===== src/rtl/assert_macros.svh =====
// Assertion macros used by the translator top level.
`ifndef ASSERT_MACROS_SVH
`define ASSERT_MACROS_SVH

// Property checked on every rising clock edge outside reset.
`define ASSERT_CLK(label, prop, msg) \
    label: assert property (@(posedge clk) disable iff (!rst_n) prop) else $error(msg);

// Condition that must never be seen outside reset.
`define ASSERT_NEVER(label, expr, msg) \
    label: assert property (@(posedge clk) disable iff (!rst_n) !(expr)) else $error(msg);

`endif


===== src/rtl/tlbpt_pkg.sv =====
// Package: default sizes and fixed field widths of the page table translator.
package tlbpt_pkg;

    localparam int ADDR_W           = 16;
    localparam int CNT_W            = 16;
    localparam int OFFSET_WIDTH_DEF = 8;
    localparam int PAGE_ENTRIES_DEF = 256;
    localparam int TLB_ENTRIES_DEF  = 16;

endpackage


===== src/rtl/tlbpt_ram.sv =====
// Generic single-write, single-read synchronous RAM with registered read data.
module tlbpt_ram #(
    parameter int WIDTH = 8,
    parameter int DEPTH = 16
) (
    input  logic                     clk,
    input  logic                     we,
    input  logic [$clog2(DEPTH)-1:0] waddr,
    input  logic [WIDTH-1:0]         wdata,
    input  logic                     re,
    input  logic [$clog2(DEPTH)-1:0] raddr,
    output logic [WIDTH-1:0]         rdata
);

    logic [WIDTH-1:0] mem [DEPTH];

    always_ff @(posedge clk)
    begin
        if (we)
        begin
            mem[waddr] <= wdata;
        end
        if (re)
        begin
            rdata <= mem[raddr];
        end
    end

endmodule


===== src/rtl/tlb_page_table_translator.sv =====
// Top level: demand-paging translator, page table in RAM, TLB residency by fault age.
// When the page count is a power of two (or covers every page number), the page table
// is read as the request is taken; otherwise an S_MOD state first reduces the page
// number using a quotient from reciprocal multiply. One request at a time,
// set by the page table read-modify-write. After reset a clearing pass invalidates
// the page table; no request is taken until it ends.
module tlb_page_table_translator #(
    parameter int OFFSET_WIDTH = tlbpt_pkg::OFFSET_WIDTH_DEF,
    parameter int PAGE_ENTRIES = tlbpt_pkg::PAGE_ENTRIES_DEF,
    parameter int TLB_ENTRIES  = tlbpt_pkg::TLB_ENTRIES_DEF
) (
    input  logic                         clk,
    input  logic                         rst_n,
    input  logic                         in_valid,
    output logic                         in_stall,
    input  logic [tlbpt_pkg::ADDR_W-1:0] virt_addr,
    output logic                         out_valid,
    input  logic                         out_stall,
    output logic [tlbpt_pkg::ADDR_W-1:0] phys_addr,
    output logic                         tlb_hit_flag,
    output logic                         fault_flag,
    output logic [tlbpt_pkg::CNT_W-1:0]  fault_total,
    output logic [tlbpt_pkg::CNT_W-1:0]  hit_total
);

    import tlbpt_pkg::*;

    `include "assert_macros.svh"

    localparam int PAGE_W  = ADDR_W - OFFSET_WIDTH;
    localparam int IDX_W   = $clog2(PAGE_ENTRIES);
    localparam int NF_W    = $clog2(PAGE_ENTRIES + 1);
    localparam int WORD_W  = IDX_W + 1;
    localparam int SHIFT_S = PAGE_W + IDX_W;
    localparam int RCP_W   = PAGE_W + 2;
    localparam int PROD_W  = PAGE_W + RCP_W;
    localparam bit POW2    = (PAGE_ENTRIES & (PAGE_ENTRIES - 1)) == 0;
    localparam bit DIRECT  = POW2 || (PAGE_ENTRIES >= (1 << PAGE_W));
    localparam logic [IDX_W-1:0]  LAST_IDX = IDX_W'(PAGE_ENTRIES - 1);
    localparam logic [RCP_W-1:0]  RECIP    =
        RCP_W'(((1 << SHIFT_S) + PAGE_ENTRIES - 1) / PAGE_ENTRIES);
    localparam logic [PAGE_W-1:0] DIV_N    = PAGE_W'(PAGE_ENTRIES);

    typedef enum logic [1:0] {S_CLEAR, S_IDLE, S_MOD, S_EXEC} state_t;

    state_t              state_reg, state_next;
    logic [IDX_W-1:0]    clr_idx_reg, clr_idx_next;
    logic [ADDR_W-1:0]   va_reg, va_next;
    logic [IDX_W-1:0]    idx_reg, idx_next;
    logic [PAGE_W-1:0]   quo_reg, quo_next;
    logic [PAGE_W-1:0]   shf_reg, shf_next;
    logic [NF_W-1:0]     next_frame_reg, next_frame_next;
    logic [CNT_W-1:0]    fault_cnt_reg, fault_cnt_next;
    logic [CNT_W-1:0]    hit_cnt_reg, hit_cnt_next;
    logic                out_valid_reg, out_valid_next;
    logic [ADDR_W-1:0]   phys_reg, phys_next;
    logic                hit_flag_reg, hit_flag_next;
    logic                fault_flag_reg, fault_flag_next;

    logic                ram_we;
    logic [IDX_W-1:0]    ram_waddr;
    logic [WORD_W-1:0]   ram_wdata;
    logic                ram_re;
    logic [IDX_W-1:0]    ram_raddr;
    logic [WORD_W-1:0]   ram_rdata;

    logic [PAGE_W-1:0]            page_in;
    logic [PROD_W-1:0]            recip_prod;
    logic [PAGE_W-1:0]            quo_calc;
    logic [IDX_W-1:0]             mod_idx;
    logic                         entry_valid;
    logic [IDX_W-1:0]             entry_frame;
    logic [IDX_W-1:0]             frame_sel;
    logic [NF_W-1:0]              age;
    logic                         tlb_hit;
    logic [IDX_W+OFFSET_WIDTH-1:0] pa_cat;
    logic                         in_fire;
    logic                         exec_fire;
    logic                         fault_fire;

    tlbpt_ram #(
        .WIDTH (WORD_W),
        .DEPTH (PAGE_ENTRIES)
    ) u_page_map (
        .clk   (clk),
        .we    (ram_we),
        .waddr (ram_waddr),
        .wdata (ram_wdata),
        .re    (ram_re),
        .raddr (ram_raddr),
        .rdata (ram_rdata)
    );

    assign page_in    = virt_addr[ADDR_W-1:OFFSET_WIDTH];
    // quotient by reciprocal multiply, exact for every page number
    assign recip_prod = PROD_W'(page_in) * PROD_W'(RECIP);
    assign quo_calc   = PAGE_W'(recip_prod >> SHIFT_S);
    assign mod_idx    = IDX_W'(shf_reg - quo_reg * DIV_N);

    assign entry_valid = ram_rdata[IDX_W];
    assign entry_frame = ram_rdata[IDX_W-1:0];
    assign frame_sel   = entry_valid ? entry_frame : next_frame_reg[IDX_W-1:0];
    // frames are handed out in fault order, so the TLB holds the newest TLB_ENTRIES frames
    assign age         = next_frame_reg - NF_W'(entry_frame);
    assign tlb_hit     = entry_valid && (32'(age) <= 32'(TLB_ENTRIES));
    assign pa_cat      = {frame_sel, va_reg[OFFSET_WIDTH-1:0]};

    assign in_stall   = (state_reg != S_IDLE);
    assign in_fire    = in_valid && !in_stall;
    assign exec_fire  = (state_reg == S_EXEC) && (!out_valid_reg || !out_stall);
    assign fault_fire = exec_fire && !entry_valid;

    always_comb
    begin
        state_next      = state_reg;
        clr_idx_next    = clr_idx_reg;
        va_next         = va_reg;
        idx_next        = idx_reg;
        quo_next        = quo_reg;
        shf_next        = shf_reg;
        next_frame_next = next_frame_reg;
        fault_cnt_next  = fault_cnt_reg;
        hit_cnt_next    = hit_cnt_reg;
        out_valid_next  = out_valid_reg && out_stall;
        phys_next       = phys_reg;
        hit_flag_next   = hit_flag_reg;
        fault_flag_next = fault_flag_reg;
        ram_we          = 1'b0;
        ram_waddr       = idx_reg;
        ram_wdata       = {1'b1, next_frame_reg[IDX_W-1:0]};
        ram_re          = 1'b0;
        ram_raddr       = IDX_W'(page_in);

        case (state_reg)
            S_CLEAR:
            begin
                ram_we       = 1'b1;
                ram_waddr    = clr_idx_reg;
                ram_wdata    = '0;
                clr_idx_next = clr_idx_reg + 1'b1;
                if (clr_idx_reg == LAST_IDX)
                begin
                    state_next = S_IDLE;
                end
            end
            S_IDLE:
            begin
                if (in_fire)
                begin
                    va_next = virt_addr;
                    if (DIRECT)
                    begin
                        ram_re     = 1'b1;
                        ram_raddr  = IDX_W'(page_in);
                        idx_next   = IDX_W'(page_in);
                        state_next = S_EXEC;
                    end
                    else
                    begin
                        shf_next   = page_in;
                        quo_next   = quo_calc;
                        state_next = S_MOD;
                    end
                end
            end
            S_MOD:
            begin
                ram_re     = 1'b1;
                ram_raddr  = mod_idx;
                idx_next   = mod_idx;
                state_next = S_EXEC;
            end
            S_EXEC:
            begin
                if (exec_fire)
                begin
                    out_valid_next  = 1'b1;
                    phys_next       = ADDR_W'(pa_cat);
                    fault_flag_next = !entry_valid;
                    hit_flag_next   = tlb_hit;
                    if (!entry_valid)
                    begin
                        ram_we          = 1'b1;
                        next_frame_next = next_frame_reg + 1'b1;
                        fault_cnt_next  = (fault_cnt_reg == '1) ? fault_cnt_reg
                                                                : fault_cnt_reg + 1'b1;
                    end
                    else if (tlb_hit)
                    begin
                        hit_cnt_next = (hit_cnt_reg == '1) ? hit_cnt_reg : hit_cnt_reg + 1'b1;
                    end
                    state_next = S_IDLE;
                end
            end
            default:
            begin
                state_next = S_IDLE;
            end
        endcase
    end

    always_ff @(posedge clk or negedge rst_n)
    begin
        if (!rst_n)
        begin
            state_reg      <= S_CLEAR;
            clr_idx_reg    <= '0;
            va_reg         <= '0;
            idx_reg        <= '0;
            quo_reg        <= '0;
            shf_reg        <= '0;
            next_frame_reg <= '0;
            fault_cnt_reg  <= '0;
            hit_cnt_reg    <= '0;
            out_valid_reg  <= 1'b0;
            phys_reg       <= '0;
            hit_flag_reg   <= 1'b0;
            fault_flag_reg <= 1'b0;
        end
        else
        begin
            state_reg      <= state_next;
            clr_idx_reg    <= clr_idx_next;
            va_reg         <= va_next;
            idx_reg        <= idx_next;
            quo_reg        <= quo_next;
            shf_reg        <= shf_next;
            next_frame_reg <= next_frame_next;
            fault_cnt_reg  <= fault_cnt_next;
            hit_cnt_reg    <= hit_cnt_next;
            out_valid_reg  <= out_valid_next;
            phys_reg       <= phys_next;
            hit_flag_reg   <= hit_flag_next;
            fault_flag_reg <= fault_flag_next;
        end
    end

    assign out_valid    = out_valid_reg;
    assign phys_addr    = phys_reg;
    assign tlb_hit_flag = hit_flag_reg;
    assign fault_flag   = fault_flag_reg;
    assign fault_total  = fault_cnt_reg;
    assign hit_total    = hit_cnt_reg;

    `ASSERT_NEVER(a_hit_and_fault, out_valid_reg && hit_flag_reg && fault_flag_reg, "both flags")
    `ASSERT_NEVER(a_frame_bound, 32'(next_frame_reg) > 32'(PAGE_ENTRIES), "frame overflow")
    `ASSERT_CLK(a_frame_on_fault, $changed(next_frame_reg) |-> $past(fault_fire), "stray frame")
    `ASSERT_CLK(a_result_from_exec, $rose(out_valid_reg) |-> $past(exec_fire), "stray result")

endmodule

===== config.mk =====
export PLATFORM = sky130hd
export DESIGN_NAME = tlb_page_table_translator
export DESIGN_NICKNAME = d
export VERILOG_FILES = /design/src/rtl/tlbpt_pkg.sv /design/src/rtl/tlbpt_ram.sv /design/src/rtl/tlb_page_table_translator.sv
export VERILOG_INCLUDE_DIRS = /design/src /design/src/rtl
export SDC_FILE = /design/constraint.sdc
export NUM_CORES = 2
export LEC_CHECK = 0
export BUFFER_PORTS_ARGS = -buffer_cell sky130_fd_sc_hd__buf_4
export CORE_UTILIZATION = 60
export DETAILED_ROUTE_END_ITERATION = 16
export PLACE_DENSITY_LB_ADDON = 0.3
export SYNTH_ARGS = -nofsm -noshare
export SYNTH_HDL_FRONTEND = slang
export SYNTH_SLANG_ARGS = --single-unit

===== constraint.sdc =====
create_clock -name clk -period 19.9 [get_ports clk]
set_clock_uncertainty 0.1 [all_clocks]
set_input_delay 4.975 -clock clk [delete_from_list [all_inputs] [get_ports clk]]
set_output_delay 4.975 -clock clk [all_outputs]
set_load 0.01 [all_outputs]

* Word level (Yosys, flattened, before mapping)
Memory sizes are Yosys's and may differ from the RTL's. A register that Yosys moved wholly into a read port is not among the register bits. Index checks and enable logic that the tools add are counted.
Word-level totals: flip-flop bits (word level) 86, RAM bits 2304, bits of input ports 20, output and inout bits 52, word-level logic and storage cells 68, memories kept 1
Memories:
- u_page_map.mem | depth 256, bits a word 9, rd ports 1, clocked after memory_dff 1, write ports 1, line tlbpt_ram.sv:15 | logic [WIDTH-1:0] mem [DEPTH];
Operators by class: add/subtract/negate cells 5, order comparisons 1, equal/unequal tests 10, muxes and demuxes 19, bitwise logic cells 3, reduce and logical (&&, ||, !) cells 18
Operator list (count):
- $add 16x1->16 const B | 2
- $eq 16x16->1 const B | 2
- $mux 8 | 4
- $pmux 8 s2 | 1
- $add 9x1->9 const B | 1
- $le 9x5->1 const B | 1
- $mux 9 | 1
- $sub 9x8->9 | 1
- $add 8x1->8 const B | 1
- $eq 8x8->1 const B | 1
- $pmux 2 s4 | 1
- $mux 1 | 7
- $mux 2 | 3
- $ne 2x2->1 const B | 3
- $reduce_and 2->1 | 3
- $reduce_and 3->1 | 2
- $reduce_and 5->1 | 1
- $eq 2x2->1 const B | 2
- $logic_and 1x1->1 | 4
- $logic_not 1->1 | 4
- $pmux 1 s2 | 2
- $reduce_and 4->1 | 1
- $not 1->1 | 3
- $eq 2x1->1 const B | 1
- 4 further kinds | 4

* Depth between registers and ports, before layout
depth in word-level cells 7, depth in mapped cells 14

* Cells and area by module
Synthesis repeated with hierarchy kept, for this count alone.
Second synthesis, totals: cell total of the unflattened synthesis 4646, area total of the unflattened synthesis 93746.2 um^2
By module, submodules not included:
- tlbpt_ram | times used 1, cells an instance 4237, area each 89368.2 um^2
- tlb_page_table_translator | times used 1, cells an instance 409, area each 4377.9 um^2

* Worst setup path before layout
Ideal clock, no wire load.
kind register -> register, from reg state_reg[0], to mem u_page_map.mem[0][1] in the netlist's numbering, data pin, setup time 1450 ps, arrival time 7452 ps, path slack 10898 ps, cell stages (with the launch flop) 7, path through dfrtp_1 inv_1 ha_1 clkbuf_1 buf_1 clkbuf_1 nor2b_1
On the way: longest elaborated chain between the ends 2
RTL lines:
- start: declaration | line tlb_page_table_translator.sv:46 | state_t state_reg, state_next;
- start signal: assignment | line tlb_page_table_translator.sv:222 | state_reg <= state_next;
- $logic_not 2->1 | line tlb_page_table_translator.sv:134 | case (state_reg)
- $mux 9 | line tlb_page_table_translator.sv:134
- via ram_wdata[1] | line tlb_page_table_translator.sv:62 | logic [WORD_W-1:0] ram_wdata;
- end: declaration | line tlbpt_ram.sv:15
The timed path passes the listed nets, and every way through them passes these cells.

* Final worst setup path
from in virt_addr[8] in the netlist's numbering, to reg u_page_map.rdata[7] (read register of u_page_map.mem), data pin
On the way: longest elaborated chain between the ends 1
RTL lines:
- start: declaration | line tlb_page_table_translator.sv:16 | input logic [tlbpt_pkg::ADDR_W-1:0] virt_addr,
- $mux 8
- end: declaration | line tlbpt_ram.sv:12 | output logic [WIDTH-1:0] rdata
No other way between the ends. A chain may end at the register's enable or synchronous reset.

==> qor.tcl <==
set qor(floorplan.die.height_um) 401
set qor(crit_top_cell) {sky130_fd_sc_hd__buf_4}
set qor(cts_setup_buffers) 0
set qor(port_buffers) 71
set qor(via_per_inst) 6.82
set qor(setup_tns_ps) 0
set qor(netlist-cell-type-count) 72
set qor(p_leak_nw) 34.9
set qor(run_status) {finished with violations}
set qor(detailedRoute.firstIterationViolations) 8750
set qor(yosys-mux-area-fraction_pct) 9.25
set qor(crit_arrival_ps) 10250
set qor(number_of_search_and_repair_iterations_in_the_first_detailed_routing_pass) 8
set qor(report.final.hold_viol_count) 0
set qor(setup_viol) 0
set qor(asyncSetResetFlopFracSynth_pct) 3.58
set qor(postSynthRegisterBits) 2399
set qor(weighted_congestion_reported_at_the_end_of_routability_driven_placement) 0.874
set qor(irDropWorstVdd_mv) 0.0978
set qor(start_util_pct) 60.5
set qor(top_level_ports) 72
set qor(syn-num-nets) 5814
set qor(antenna_violation_net_count_after_detailed_routing) 0
set qor(core_um2) 158000
set qor(tightestPinTransition_ps) 1650
set qor(worst-r2r-cell-count) 11
set qor(mappedNetlistArea_um2) 95700
set qor(timing.max_slew.rel_slack_pct) -10.2
set qor(registers.top_by_ff_count) {u_page_map.mem}
set qor(grt_overflow) 0
set qor(critPathMaxFanout) 143
set qor(cts.hold.buffers_added) 0
set qor(yosys.area_share.xor_xnor_pct) 0.439
set qor(detailedPlacementHpwl_mm) 138
set qor(worst_hold_path_type) {flip-flop to flip-flop}
set qor(finalCriticalPeriod_ps) 9790
set qor(via_count_of_the_first_global_routing_pass) 52800
set qor(most_common_library_cell_in_the_layout_ignoring_fill_and_taps) {sky130_fd_sc_hd__edfxtp_1}
set qor(num_rows) 146
set qor(unrepaired_setup_endpoints_after_global_routing) {false}
set qor(synthesis.instances) 5778
set qor(detailroute.via_count) 54800
set qor(design_power_total_mw) 11.5
set qor(clk-insertion-delay-late_ps) 870
set qor(antenna_found_initial) 10
set qor(synth_enable_flop_cells) 2313
set qor(mostFrequentLayoutCells) {sky130_fd_sc_hd__edfxtp_1, sky130_fd_sc_hd__nand2_1, sky130_fd_sc_hd__a21oi_1}
set qor(timing.critical_path.required_ps) 20360
set qor(grt_pass1_wl_mm) 357
set qor(routedWlPerCell_um) 30.5
set qor(final_wl_mm) 245
set qor(critPathLaunchType) {input pin}
set qor(criticalPathCategory) {input pin to flip-flop}
set qor(drv.max_cap_violation_count) 2
set qor(drive_above_1_share_pct) 13.6
set qor(critical_path.cell_chain) {buf_8 -> buf_4 -> buf_12 -> buf_4 -> buf_4 -> mux4_2 -> a221oi_1 -> o22ai_1 -> o22ai_1 -> a211o_1 -> a31oi_1}
set qor(clock_sink_count) 2399
set qor(finalMaxSlewViolations) 11
set qor(cts_buffers) 221
set qor(syn_area_per_cell_um2) 16.6
set qor(finish.utilization_pct) 66.2
set qor(nets) 5816
set qor(min_delay_path_depth) 2
set qor(clkTransAtPathRegs_ps) 70
set qor(cts_h_tree_lvls) 4
set qor(combinational_family_with_the_most_area_after_synthesis) {multiplexers}
set qor(seq_area_frac_synth_pct) 74.8
set qor(critical-path-slowest-cell) {sky130_fd_sc_hd__buf_4}
set qor(synthesis.yosys.warnings) 0
set qor(tritoncts) {done}
set qor(fill_cells) 10200
set qor(number_of_buffers_between_clock_root_and_the_deepest_sink) 3
set qor(synth_compound_area_share_pct) 7.80
set qor(synth_top_flop_cell) {sky130_fd_sc_hd__edfxtp_1}
set qor(area_growth_syn_to_layout_pct) 9.50
set qor(floorplan.die_area_um2) 161000
set qor(cts_resized) 0
set qor(number_of_flip_flops_under_the_largest_register_name) 2304
set qor(pin_count_of_the_biggest_net_entering_global_routing) 239
set qor(cts_root_buf) {sky130_fd_sc_hd__clkbuf_16}
set qor(floorplan.die.width_um) 401
set qor(fin_crit_sh_pct) 49.2
set qor(nature_of_the_critical_path_endpoint) {flip-flop}
set qor(drcViolationCount) 0
set qor(groute.usage.overall_pct) 30.3
set qor(achievable_clock_frequency_mhz) 102
set qor(timing.critical_path.slowest_cell_delay_ps) 840
set qor(synthAdderAreaFrac_pct) 0.209
set qor(violated_checks) {capacitance limit, slew limit}
set qor(yosys.area_share.simple_pct) 5.14
set qor(cellPowerDensity_nw_per_um2) 110
==> worst max-delay path, delay by kind of cell <==
family                 cells  cell delay [ps]
muxes                      1              590
buffers and inverters      5             3100
AOI/OAI and AO/OA          5             1060
==> cells by family after synthesis <==
logic type	Yosys count
flops	2399
compound gates	1198
simple gates	1104
mux	606
buf+inv	407
xor+xnor	48
fa+ha+maj	16
==> cells in the mapped netlist (84+ instances only) <==
| master | number | share of area, % |
|---|---|---|
| sky130_fd_sc_hd__a221oi_1 | 91 | 0.83 |
| sky130_fd_sc_hd__edfxtp_1 | 2313 | 73 |
| sky130_fd_sc_hd__o21ai_0 | 258 | 1.3 |
| sky130_fd_sc_hd__nor2b_1 | 95 | 0.62 |
| sky130_fd_sc_hd__o22ai_1 | 130 | 0.85 |
| sky130_fd_sc_hd__a21oi_1 | 338 | 1.8 |
| sky130_fd_sc_hd__nand2_1 | 430 | 1.7 |
| sky130_fd_sc_hd__buf_2 | 104 | 0.54 |
| sky130_fd_sc_hd__a211oi_1 | 84 | 0.66 |
| sky130_fd_sc_hd__a31oi_1 | 102 | 0.67 |
| sky130_fd_sc_hd__nor2_1 | 339 | 1.3 |
| sky130_fd_sc_hd__dfrtp_1 | 86 | 2.2 |
| sky130_fd_sc_hd__clkbuf_1 | 150 | 0.59 |
| sky130_fd_sc_hd__mux4_2 | 213 | 5.0 |
| sky130_fd_sc_hd__mux2i_1 | 318 | 3.3 |
| sky130_fd_sc_hd__nor3_1 | 106 | 0.55 |
==> cell type report <==
cell class	count	area, µm²	share of cell area [%]
Sequential cell	2399	71600	68.3
Multi-Input combinational cell	2972	22100	21.1
Clock buffer	279	5900	5.62
Tap cell	2072	2590	2.47
Timing Repair Buffer	154	1290	1.23
Clock inverter	126	1230	1.17
Inverter	32	130	0.124
Antenna cell	2	5.00	0.00477
==> where the power goes <==
group	internal, mW	switching [mW]	total (mW)
clock network	2.37	1.84	4.21
logic	0.251	1.01	1.26
registers	5.97	0.0555	6.03
==> path summary, 6_finish.rpt <==
check	startpoint	endpoint	slack [ps]
setup / recovery	virt_addr[8]	u_page_map.rdata[7]$_DFFE_PP_	10110
hold / removal	va_reg[1]$_DFFE_PN0P_	phys_addr[1]$_DFFE_PN0P_	340
setup reg to reg	state_reg[0]$_DFFE_PN0P_	u_page_map.rdata[5]$_DFFE_PP_	14150
hold reg to reg	va_reg[1]$_DFFE_PN0P_	phys_addr[1]$_DFFE_PN0P_	340
max in group asynchronous	rst_n	va_reg[1]$_DFFE_PN0P_	14790
min in group asynchronous	rst_n	fault_total[8]$_DFFE_PN0P_	4210
==> metal layers <==
layer | up-vias | track usage [%] | share of wire (%)
met5 | - | 0 | 0.020
met4 | 8 | 13.3 | 4.6
met3 | 572 | 6.29 | 12
met2 | 3759 | 46.0 | 46
met1 | 27600 | 42.8 | 38
li1 | 22900 | - | -
==> through the flow <==
stage | hold slack [ps] | worst slack [ps] | cell area, µm² | cells
final | 344 | 10110 | 105000 | 8036
after global routing | 380 | 9960 | 105000 | 8034
after CTS | 356 | 10260 | 105000 | 8033
after detailed placement | 360 | 9290 | 97700 | 7628
after global placement | 342 | 9380 | 97700 | 7626
after floorplan | 335 | 10900 | 95700 | 5778
Note: power is estimated with default switching activity, not from simulation.
